## config.mk

```make
export PLATFORM = sky130hd
export DESIGN_NAME = ssym_ctrl
export DESIGN_NICKNAME = d
export VERILOG_FILES = /design/src/rtl/assert_macros.svh /design/src/rtl/ssym_pkg.sv /design/src/rtl/ssym_ctrl.sv
export SDC_FILE = /design/constraint.sdc
export NUM_CORES = 1
export LEC_CHECK = 0
export BUFFER_PORTS_ARGS = -buffer_cell sky130_fd_sc_hd__buf_2
export CORE_AREA = 4 4 41 43
export CTS_BUF_LIST = sky130_fd_sc_hd__clkbuf_4 sky130_fd_sc_hd__clkbuf_8
export CTS_CLUSTER_DIAMETER = 60
export DETAILED_ROUTE_END_ITERATION = 8
export DIE_AREA = 0 0 45 47
export RECOVER_POWER = 25
export REMOVE_ABC_BUFFERS = 1
export SETUP_SLACK_MARGIN = 0.1
export SYNTH_ARGS = -nofsm -noshare
export SYNTH_HDL_FRONTEND = slang
export SYNTH_SLANG_ARGS = --single-unit
export TNS_END_PERCENT = 1
```

## constraint.sdc

```tcl
create_clock -name i_clk -period 3.2 [get_ports i_clk]
set_input_delay 0.96 -clock i_clk [delete_from_list [all_inputs] [get_ports i_clk]]
set_output_delay 0.96 -clock i_clk [all_outputs]
set_load 0.02 [all_outputs]
```

## src/rtl/assert_macros.svh

```systemverilog
// Assertion macros for the RTL file that carries checks.
`ifndef ASSERT_MACROS_SVH
`define ASSERT_MACROS_SVH

`ifndef SYNTHESIS

// Implication check, sampled on the rising clock edge, off during reset.
`define ASSERT_IMPL(lbl, clk, rst_n, ante, cons, msg) \
    lbl: assert property (@(posedge clk) disable iff (!rst_n) (ante) |-> (cons)) \
        else $error(msg);

// Next-cycle implication check.
`define ASSERT_NEXT(lbl, clk, rst_n, ante, cons, msg) \
    lbl: assert property (@(posedge clk) disable iff (!rst_n) (ante) |=> (cons)) \
        else $error(msg);

// Condition that must never hold.
`define ASSERT_NEVER(lbl, clk, rst_n, cond, msg) \
    lbl: assert property (@(posedge clk) disable iff (!rst_n) !(cond)) \
        else $error(msg);

`else

`define ASSERT_IMPL(lbl, clk, rst_n, ante, cons, msg)
`define ASSERT_NEXT(lbl, clk, rst_n, ante, cons, msg)
`define ASSERT_NEVER(lbl, clk, rst_n, cond, msg)

`endif

`endif

```

## src/rtl/ssym_pkg.sv

```systemverilog
// Shared types and constants of the scoped symbol stack.
`default_nettype none

package ssym_pkg;

    // Sizing of the entry store.
    localparam int TABLE_ENTRIES = 1024;
    localparam int KEY_BITS      = 64;
    localparam int DEPTH_BITS    = 8;
    localparam int IDX_W         = $clog2(TABLE_ENTRIES);
    localparam int CNT_W         = IDX_W + 1;

    // Fixed field widths of the request and response beats.
    localparam int F_REQ_W   = 3;
    localparam int F_KEY_W   = 64;
    localparam int F_IDX_W   = 10;
    localparam int F_DEPTH_W = 8;
    localparam int F_CNT_W   = 11;
    localparam int F_STAT_W  = 3;

    typedef enum logic [F_REQ_W-1:0] {
        OP_PUSH  = 3'd0,
        OP_POP   = 3'd1,
        OP_PEEK  = 3'd2,
        OP_READ  = 3'd3,
        OP_FIND  = 3'd4,
        OP_ENTER = 3'd5,
        OP_EXIT  = 3'd6,
        OP_CLEAR = 3'd7
    } t_op;

    typedef enum logic [F_STAT_W-1:0] {
        STAT_OK        = 3'd0,
        STAT_FULL      = 3'd1,
        STAT_EMPTY     = 3'd2,
        STAT_BAD_INDEX = 3'd3,
        STAT_DEPTH_LOW = 3'd4,
        STAT_DEPTH_OVF = 3'd5
    } t_status;

    typedef enum logic [2:0] {
        S_IDLE,
        S_EXEC,
        S_READ,
        S_SCAN,
        S_DONE
    } t_state;

    // Controller to datapath.
    typedef struct packed {
        logic capture;
        logic exec;
        logic take_read;
        logic scan;
        logic publish;
    } t_cmd;

    // Datapath to controller.
    typedef struct packed {
        logic exec_read;
        logic exec_scan;
        logic scan_done;
    } t_sts;

    typedef struct packed {
        logic [F_KEY_W-1:0]   key;
        logic [F_DEPTH_W-1:0] depth;
        logic [F_IDX_W-1:0]   found_index;
        logic                 found;
        logic [F_CNT_W-1:0]   count;
        t_status              status;
    } t_result;

    typedef struct packed {
        logic [DEPTH_BITS-1:0] depth;
        logic [KEY_BITS-1:0]   key;
    } t_entry;

endpackage

`default_nettype wire

```

## src/rtl/ssym_ctrl.sv

```systemverilog
// Controller state machine: sequences each request and owns the response valid.
`default_nettype none

module ssym_ctrl import ssym_pkg::*; (
    input  wire logic i_clk,
    input  wire logic i_rst_n,
    input  wire logic i_req_valid,
    output logic      o_req_ready,
    output logic      o_rsp_valid,
    input  wire logic i_rsp_ready,
    output t_cmd      o_cmd,
    input  wire t_sts i_sts
);

    t_state r_state, n_state;
    logic   r_out_vld, n_out_vld;

    always_ff @(posedge i_clk) begin
        if (!i_rst_n) begin
            r_state   <= S_IDLE;
            r_out_vld <= 1'b0;
        end else begin
            r_state   <= n_state;
            r_out_vld <= n_out_vld;
        end
    end

    always_comb begin
        n_state     = r_state;
        o_cmd       = '0;
        o_req_ready = 1'b0;
        unique case (r_state)
            S_IDLE: begin
                o_req_ready = 1'b1;
                if (i_req_valid) begin
                    o_cmd.capture = 1'b1;
                    n_state       = S_EXEC;
                end
            end
            S_EXEC: begin
                o_cmd.exec = 1'b1;
                priority if (i_sts.exec_read) n_state = S_READ;
                else if (i_sts.exec_scan)     n_state = S_SCAN;
                else                          n_state = S_DONE;
            end
            S_READ: begin
                o_cmd.take_read = 1'b1;
                n_state         = S_DONE;
            end
            S_SCAN: begin
                o_cmd.scan = 1'b1;
                if (i_sts.scan_done) n_state = S_DONE;
            end
            S_DONE: begin
                // hold the finished result until the output slot frees up
                if (!r_out_vld || i_rsp_ready) begin
                    o_cmd.publish = 1'b1;
                    n_state       = S_IDLE;
                end
            end
            default: n_state = S_IDLE;
        endcase
    end

    always_comb begin
        priority if (o_cmd.publish)        n_out_vld = 1'b1;
        else if (r_out_vld && i_rsp_ready) n_out_vld = 1'b0;
        else                               n_out_vld = r_out_vld;
    end

    assign o_rsp_valid = r_out_vld;

endmodule

`default_nettype wire

```

# == After elaboration in Yosys (flattened, before gate mapping) ==
# Cells that the tools add are included.
# W data, S select, Z words.
# totals
register_bits,4
input_bits,7
output_inout_bits,7
elab_cells,31
# op_classes
n_eq_ne,7
mux,16
n_reduce_logical,6
# op_table
op,count
$mux W3,5
$pmux W3 S5,1
$mux W1,10
$eq A3 B2 Y1 const B,2
$ne A2 B2 Y1 const B,3
$eq A3 B1 Y1 const B,1
$eq A3 B3 Y1 const B,1
$logic_not A3 Y1,1
$reduce_and A3 Y1,1
$reduce_bool A2 Y1,1
$logic_and A1 B1 Y1,1
$logic_not A1 Y1,1
$logic_or A1 B1 Y1,1

# == Depth between registers and ports, before layout ==
# Gate-level depths: netlist of the first run.
# depth
ltp_word,5
mapped_depth,5
mapped_depth_nobuf,3

# == Worst setup path after synthesis of the first run ==
# Ideal clock, no wire load.
# synth_timing
kind,input -> output
startpoint,input i_rsp_ready
endpoint,output o_cmd[0] (netlist name)
t_arrival_ns,1.394
t_required_ns,2.240
slack_ns,0.846
path_stages,3
n_path_buf,1
cell_sequence,and2b_2 -> nor2_1 -> buf_4
# synth_rtl
item,line_no,source
from (decl),ssym_ctrl.sv:10,"input wire logic i_rsp_ready,"
to (decl),ssym_ctrl.sv:11,"output t_cmd o_cmd,"

==> run_results.csv, run 1 <==
group,metric,value,unit
cts,cts_buffers,3,
hold_path,min_path_type,"reg -> reg",
worst_setup_path,r2r_setup_slack,2.11,ns
floorplanning,die_y,47,um
timing,hold_viol,0,
layout,insertedDiodeCount,0,
detailed_routing,routed_wl,591,um
timing,setup_violations,0,
synthesis,ys.flop_type,"dfxtp_1",
worst_setup_path,cp-end-kind,"output port",
timing,relSlewSlack,0.757,
cts,root_buffer,"clkbuf_4",
synthesis,synthTopCellsByCount,"4 x dfxtp_1, 4 x nor3_1, 3 x nand2_1, 3 x nor2_1",
timing,fin_crit_sh,0.774,
timing,finClkSkew,0.00436,ns
global_route,grt_pass1_vias,245,
floorplanning,rows,13,
cts,cts.clk_slew.worst_paths,0.04,ns
run,maxCapViolations,0,
power,p_per_area,480,mW/mm^2
worst_setup_path,required,2.24,ns
detailed_routing,route.detailed.drc,0,
detailed_routing,routedWlPerCell,9.69,um
global_route,gr-usage-all-layers,0.0664,
worst_setup_path,cp_top_family,"simple AND/OR/NAND/NOR gates",
synthesis,yosysWarnings,0,
worst_setup_path,r2r_cells,3,
power,fin_total_pwr,0.000168,W
timing,fmaxAchievable,404,MHz
cts,insertion_delay,0.23,ns
floorplanning,io_pins,14,
detailed_routing,drt_iter0_drc,0,
layout,drive_gt1_frac,0.391,
synthesis,postSynthAreaPerCell,8.38,sq um
timing,rsz0062_at_grt,"false",
worst_setup_path,cp_cell_sequence,"buf_2 -> and2b_2 -> nor2_1 -> buf_2",
layout,finish.utilization,0.268,
global_route,grt_max_degree,13,
floorplanning,die_area,0.00212,sq mm
detailed_routing,avgViaCountPerCell,4.20,
hold_path,hold_depth,2,
timing,fin_setup_tns,0,ns
global_route,gr-total-overflow,0,
floorplanning,die_x,45,um
worst_setup_path,arrival,1.52,ns
timing,worst_pin_slew,0.364,ns
global_route,antenna_found_initial,0,
power,power.leakage,0.161,nW
worst_setup_path,path_class,"in -> out",
synthesis,synth_top_cell_by_area,"dfxtp_1",
worst_setup_path,rr_startpoint,"r_state[1]$_SDFFE_PN0P_",
placement,portBuffers,13,
synthesis,yosysTopAreaCellShare,0.290,
worst_setup_path,crit_fanout,3,
placement,dp_hpwl,453,um
synthesis,synthCells,33,
timing,min_period,2.48,ns
synthesis,synth_seq_cells,4,
layout,nFillCells,157,
placement,gp_congestion,0.617,
synthesis,synth_edf_count,0,
cts,ctsHoldBuffers,0,
worst_setup_path,critPathMaxStageDelay,0.21,ns
cts,cts_sinks,4,
hold_path,min_to,"r_state[1]$_SDFFE_PN0P_",
worst_setup_path,worst_setup_path_start_kind,"input pin",
synthesis,synthTopCellsByArea,"dfxtp_1 29%, nor3_1 7.2%, o41ai_2 5.9%, nor3b_1 5.4%, nor4b_2 5.4%",
synthesis,ys_seq_area_frac,0.290,
synthesis,async_flop_share,0,
cts,cts_tree,"done",
power,vdd_drop_max,146,uV
detailed_routing,num_vias,256,
worst_setup_path,cp.buffers_inverters,2,
cts,post_cts_resized,0,
detailed_routing,drtAntennaViolNets,0,
layout,syn_to_final_growth,26.2,%
cts,clock_path_buffers,2,
worst_setup_path,r2r-end,"r_state[2]$_SDFFE_PN0P_",
cts,cts_htree_levels,1,
worst_setup_path,cp_slowest_cell,"and2b_2",
layout,num-nets-final,55,
hold_path,hold_start,"r_state[0]$_SDFFE_PN0P_",
detailed_routing,dr.pass1.iters,1,
outcome,outcome,"finished, final reports clean",
cts,post_cts_buffers,0,
worst_setup_path,crit_path_frequent_cell,"buf_2",
floorplanning,start_util,0.212,
global_route,grt_first_pass_wirelength,952,um
timing,slew_viol_final,0,
synthesis,synth_area,277,sq um
floorplanning,core,0.00130,sq mm
synthesis,synth_cell_types,20,
## metal layers
metal	GRT usage	vias up	part of all wire
met1	0.0729	104	0.46
met5	0	-	0
met2	0.0960	9	0.43
met3	0.0230	0	0.11
li1	-	143	-
met4	0.0702	0	0
## kinds of logic after synthesis
kind of cell    after synthesis  synth area share
buf+inv                       5             0.145
flops                         4             0.290
simple gates                 19             0.407
compound gates                5             0.158
## layout make-up
class	count	area, sq um	share of cell area
clock buffer	3	22.5	0.0645
timing repair buffer	13	63.8	0.183
sequential	4	80.1	0.229
inverter	2	7.51	0.0215
tap	15	18.8	0.0538
multi-input combinational	24	156	0.448
## power by group
| part | internal [W] | switching, W |
|---|---|---|
| registers | 0.0000538 | 0.00000741 |
| logic | 0.0000174 | 0.0000255 |
| clock network | 0.0000420 | 0.0000216 |
| total | 0.000113 | 0.0000545 |
## sequential cells by signal (all words and copies together) (netlist names)
| register | count |
|---|---|
| o_rsp_valid | 1 |
| r_state | 3 |
## stage by stage
step           instances  hold WS (ns)  worst slack [ns]  area, sq um
2_1_floorplan         30         0.534             0.771          244
5_1_grt               61         0.660             0.670          349
6_report              61         0.613             0.723          349
3_5_place_dp          58         0.605             0.708          328
3_3_place_gp          58         0.588             0.719          328
4_1_cts               61         0.609             0.714          350
## worst max-delay path by stage
stage          depth (start not counted)        start  slack [ns]        to
6_report                               4  i_rsp_ready        0.72  o_cmd[0]
5_1_grt                                4  i_rsp_ready        0.67  o_cmd[0]
4_1_cts                                4  i_rsp_ready        0.71  o_cmd[0]
3_5_place_dp                           4  i_rsp_ready        0.71  o_cmd[0]
3_3_place_gp                           4  i_rsp_ready        0.72  o_cmd[0]
2_1_floorplan                          2  i_rsp_ready        0.77  o_cmd[0]
## worst register-to-register path, cell delays in order, from the launching register on
cell,delay [ns]
dfxtp_1,0.41
nor4b_2,0.32
a21oi_1,0.08
o41ai_2,0.19
## cells in the final DEF (no fill, tap or decap), types with 2 or more instances in the layout
master	Yosys	final
a21oi_1	2	2
buf_2	0	12
clkbuf_4	0	3
dfxtp_1	4	4
inv_1	2	2
nand2_1	3	3
nor2_1	3	3
nor3_1	4	4
nor3b_1	2	2
No activity file was read; power rests on OpenSTA's default activity.
==> run 2, diff against run 1 <==
Clock period 3.2 ns to 2.1 ns, I/O delays scaled along.
==> run_results.csv, run 2 (same netlist as run 1, synthesis figures left out) <==
group,metric,value,unit
timing,min_period,1.84,ns
detailed_routing,dr.pass1.iters,4,
detailed_routing,drtAntennaViolNets,0,
timing,relSlewSlack,0.763,
timing,setup_violations,0,
layout,largest-register,"r_state",
cts,insertion_delay,0.23,ns
outcome,outcome,"finished, final reports clean",
detailed_routing,num_vias,272,
timing,worst_pin_slew,0.354,ns
worst_setup_path,path_class,"reg -> out",
worst_setup_path,crit_fanout,7,
cts,clock_path_buffers,2,
cts,post_cts_buffers,0,
layout,nFillCells,157,
timing,fmaxAchievable,545,MHz
timing,fin_setup_tns,0,ns
cts,ctsHoldBuffers,0,
timing,finClkSkew,0.00332,ns
floorplanning,die_area,0.00212,sq mm
layout,num-nets-final,55,
power,fin_total_pwr,0.000256,W
layout,layout_commonest_cell,"buf_2",
floorplanning,core,0.00130,sq mm
detailed_routing,drt_iter0_drc,4,
run,maxCapViolations,0,
detailed_routing,routedWlPerCell,10.2,um
placement,place_ws,0.288,ns
cts,root_buffer,"clkbuf_4",
global_route,gr-total-overflow,0,
detailed_routing,routed_wl,625,um
layout,syn_to_final_growth,26.7,%
layout,final_cell_area,350,sq um
timing,rsz0062_at_grt,"false",
detailed_routing,route.detailed.drc,0,
worst_setup_path,arrival,1.21,ns
hold_path,min_path_type,"reg -> reg",
placement,portBuffers,13,
floorplanning,die_y,47,um
worst_setup_path,cp-end-kind,"output port",
timing,slew_viol_final,0,
timing,hold_slack,0.616,ns
timing,hold_viol,0,
cts,cts_sinks,4,
placement,gp_congestion,0.634,
cts,cts.clk_slew.worst_paths,0.04,ns
global_route,grt_pass1_vias,256,
floorplanning,start_util,0.212,
timing,fin_crit_sh,0.874,
placement,dp_hpwl,450,um
power,power.leakage,0.164,nW
layout,drive_gt1_frac,0.413,
global_route,grt_max_degree,13,
global_route,grt_first_pass_wirelength,972,um
cts,cts_buffers,3,
cts,cts_tree,"done",
global_route,antenna_found_initial,0,
cts,cts_htree_levels,1,
layout,largest_reg_flops,3,
floorplanning,io_pins,14,
global_route,gr-usage-all-layers,0.0696,
power,vdd_drop_max,156,uV
timing,setup_ws,0.265,ns
placement,dpl_cell_area,328,sq um
layout,insertedDiodeCount,0,
floorplanning,rows,13,
floorplanning,die_x,45,um
cts,post_cts_resized,0,
layout,final_cell_mix,"13 x buf_2, 4 x nor3_1, 4 x dfxtp_1",
power,p_per_area,732,mW/mm^2
worst_setup_path,required,1.47,ns
worst_setup_path,worst_setup_path_start_kind,"register",
detailed_routing,avgViaCountPerCell,4.46,
run 2: changes by cell type in the layout (fill, tap and decap cells not counted):
cell,before,now
clkbuf_1,1,0
buf_2,12,13
run 2: area by class of cell:
type,instances,area (sq um),share of cell area
multi-input cells,24,156,0.446
flip-flops and latches,4,80.1,0.229
repair buffers,13,65.1,0.186
clock buffers,3,22.5,0.0643
well taps,15,18.8,0.0536
inverters,2,7.51,0.0214
run 2: through the flow:
| stage | util | cells |
|---|---|---|
| after floorplan | - | 30 |
| after global placement | 0.252 | 58 |
| after detailed placement | 0.252 | 58 |
| after CTS | 0.269 | 61 |
| after global routing | 0.269 | 61 |
| final | 0.269 | 61 |
run 2: final timing paths:
kind                            from  slack [ns]  depth (start not counted)                 endpoint
max          r_state[0]$_SDFFE_PN0P_        0.26                          3                 o_cmd[1]
min          r_state[0]$_SDFFE_PN0P_        0.62                          2  r_state[1]$_SDFFE_PN0P_
max reg2reg  r_state[1]$_SDFFE_PN0P_        1.02                          3  r_state[2]$_SDFFE_PN0P_
min reg2reg  r_state[0]$_SDFFE_PN0P_        0.62                          2  r_state[1]$_SDFFE_PN0P_
run 2: power by group:
part	leakage, nW	internal [W]	switching [W]	total, W
logic	0.117	0.0000268	0.0000393	0.0000661
clock network	0.0138	0.0000640	0.0000327	0.0000967
registers	0.0327	0.0000819	0.0000116	0.0000935
total	0.164	0.000173	0.0000835	0.000256
run 2: per-layer routing:
layer / part of all wire / wire (um) / global-route usage / vias up
li1: - / - / - / 143
met1: 0.42 / 265 / 0.0731 / 120
met2: 0.48 / 299 / 0.0960 / 9
met3: 0.094 / 59 / 0.0383 / 0
met4: 0 / 0 / 0.0702 / 0
met5: 0 / 0 / 0 / -
run 2: critical path, cell delays in order, from the launching register on:
cell and delay, ns:
dfxtp_1 0.44, inv_1 0.13, nor3b_1 0.21, buf_2 0.20
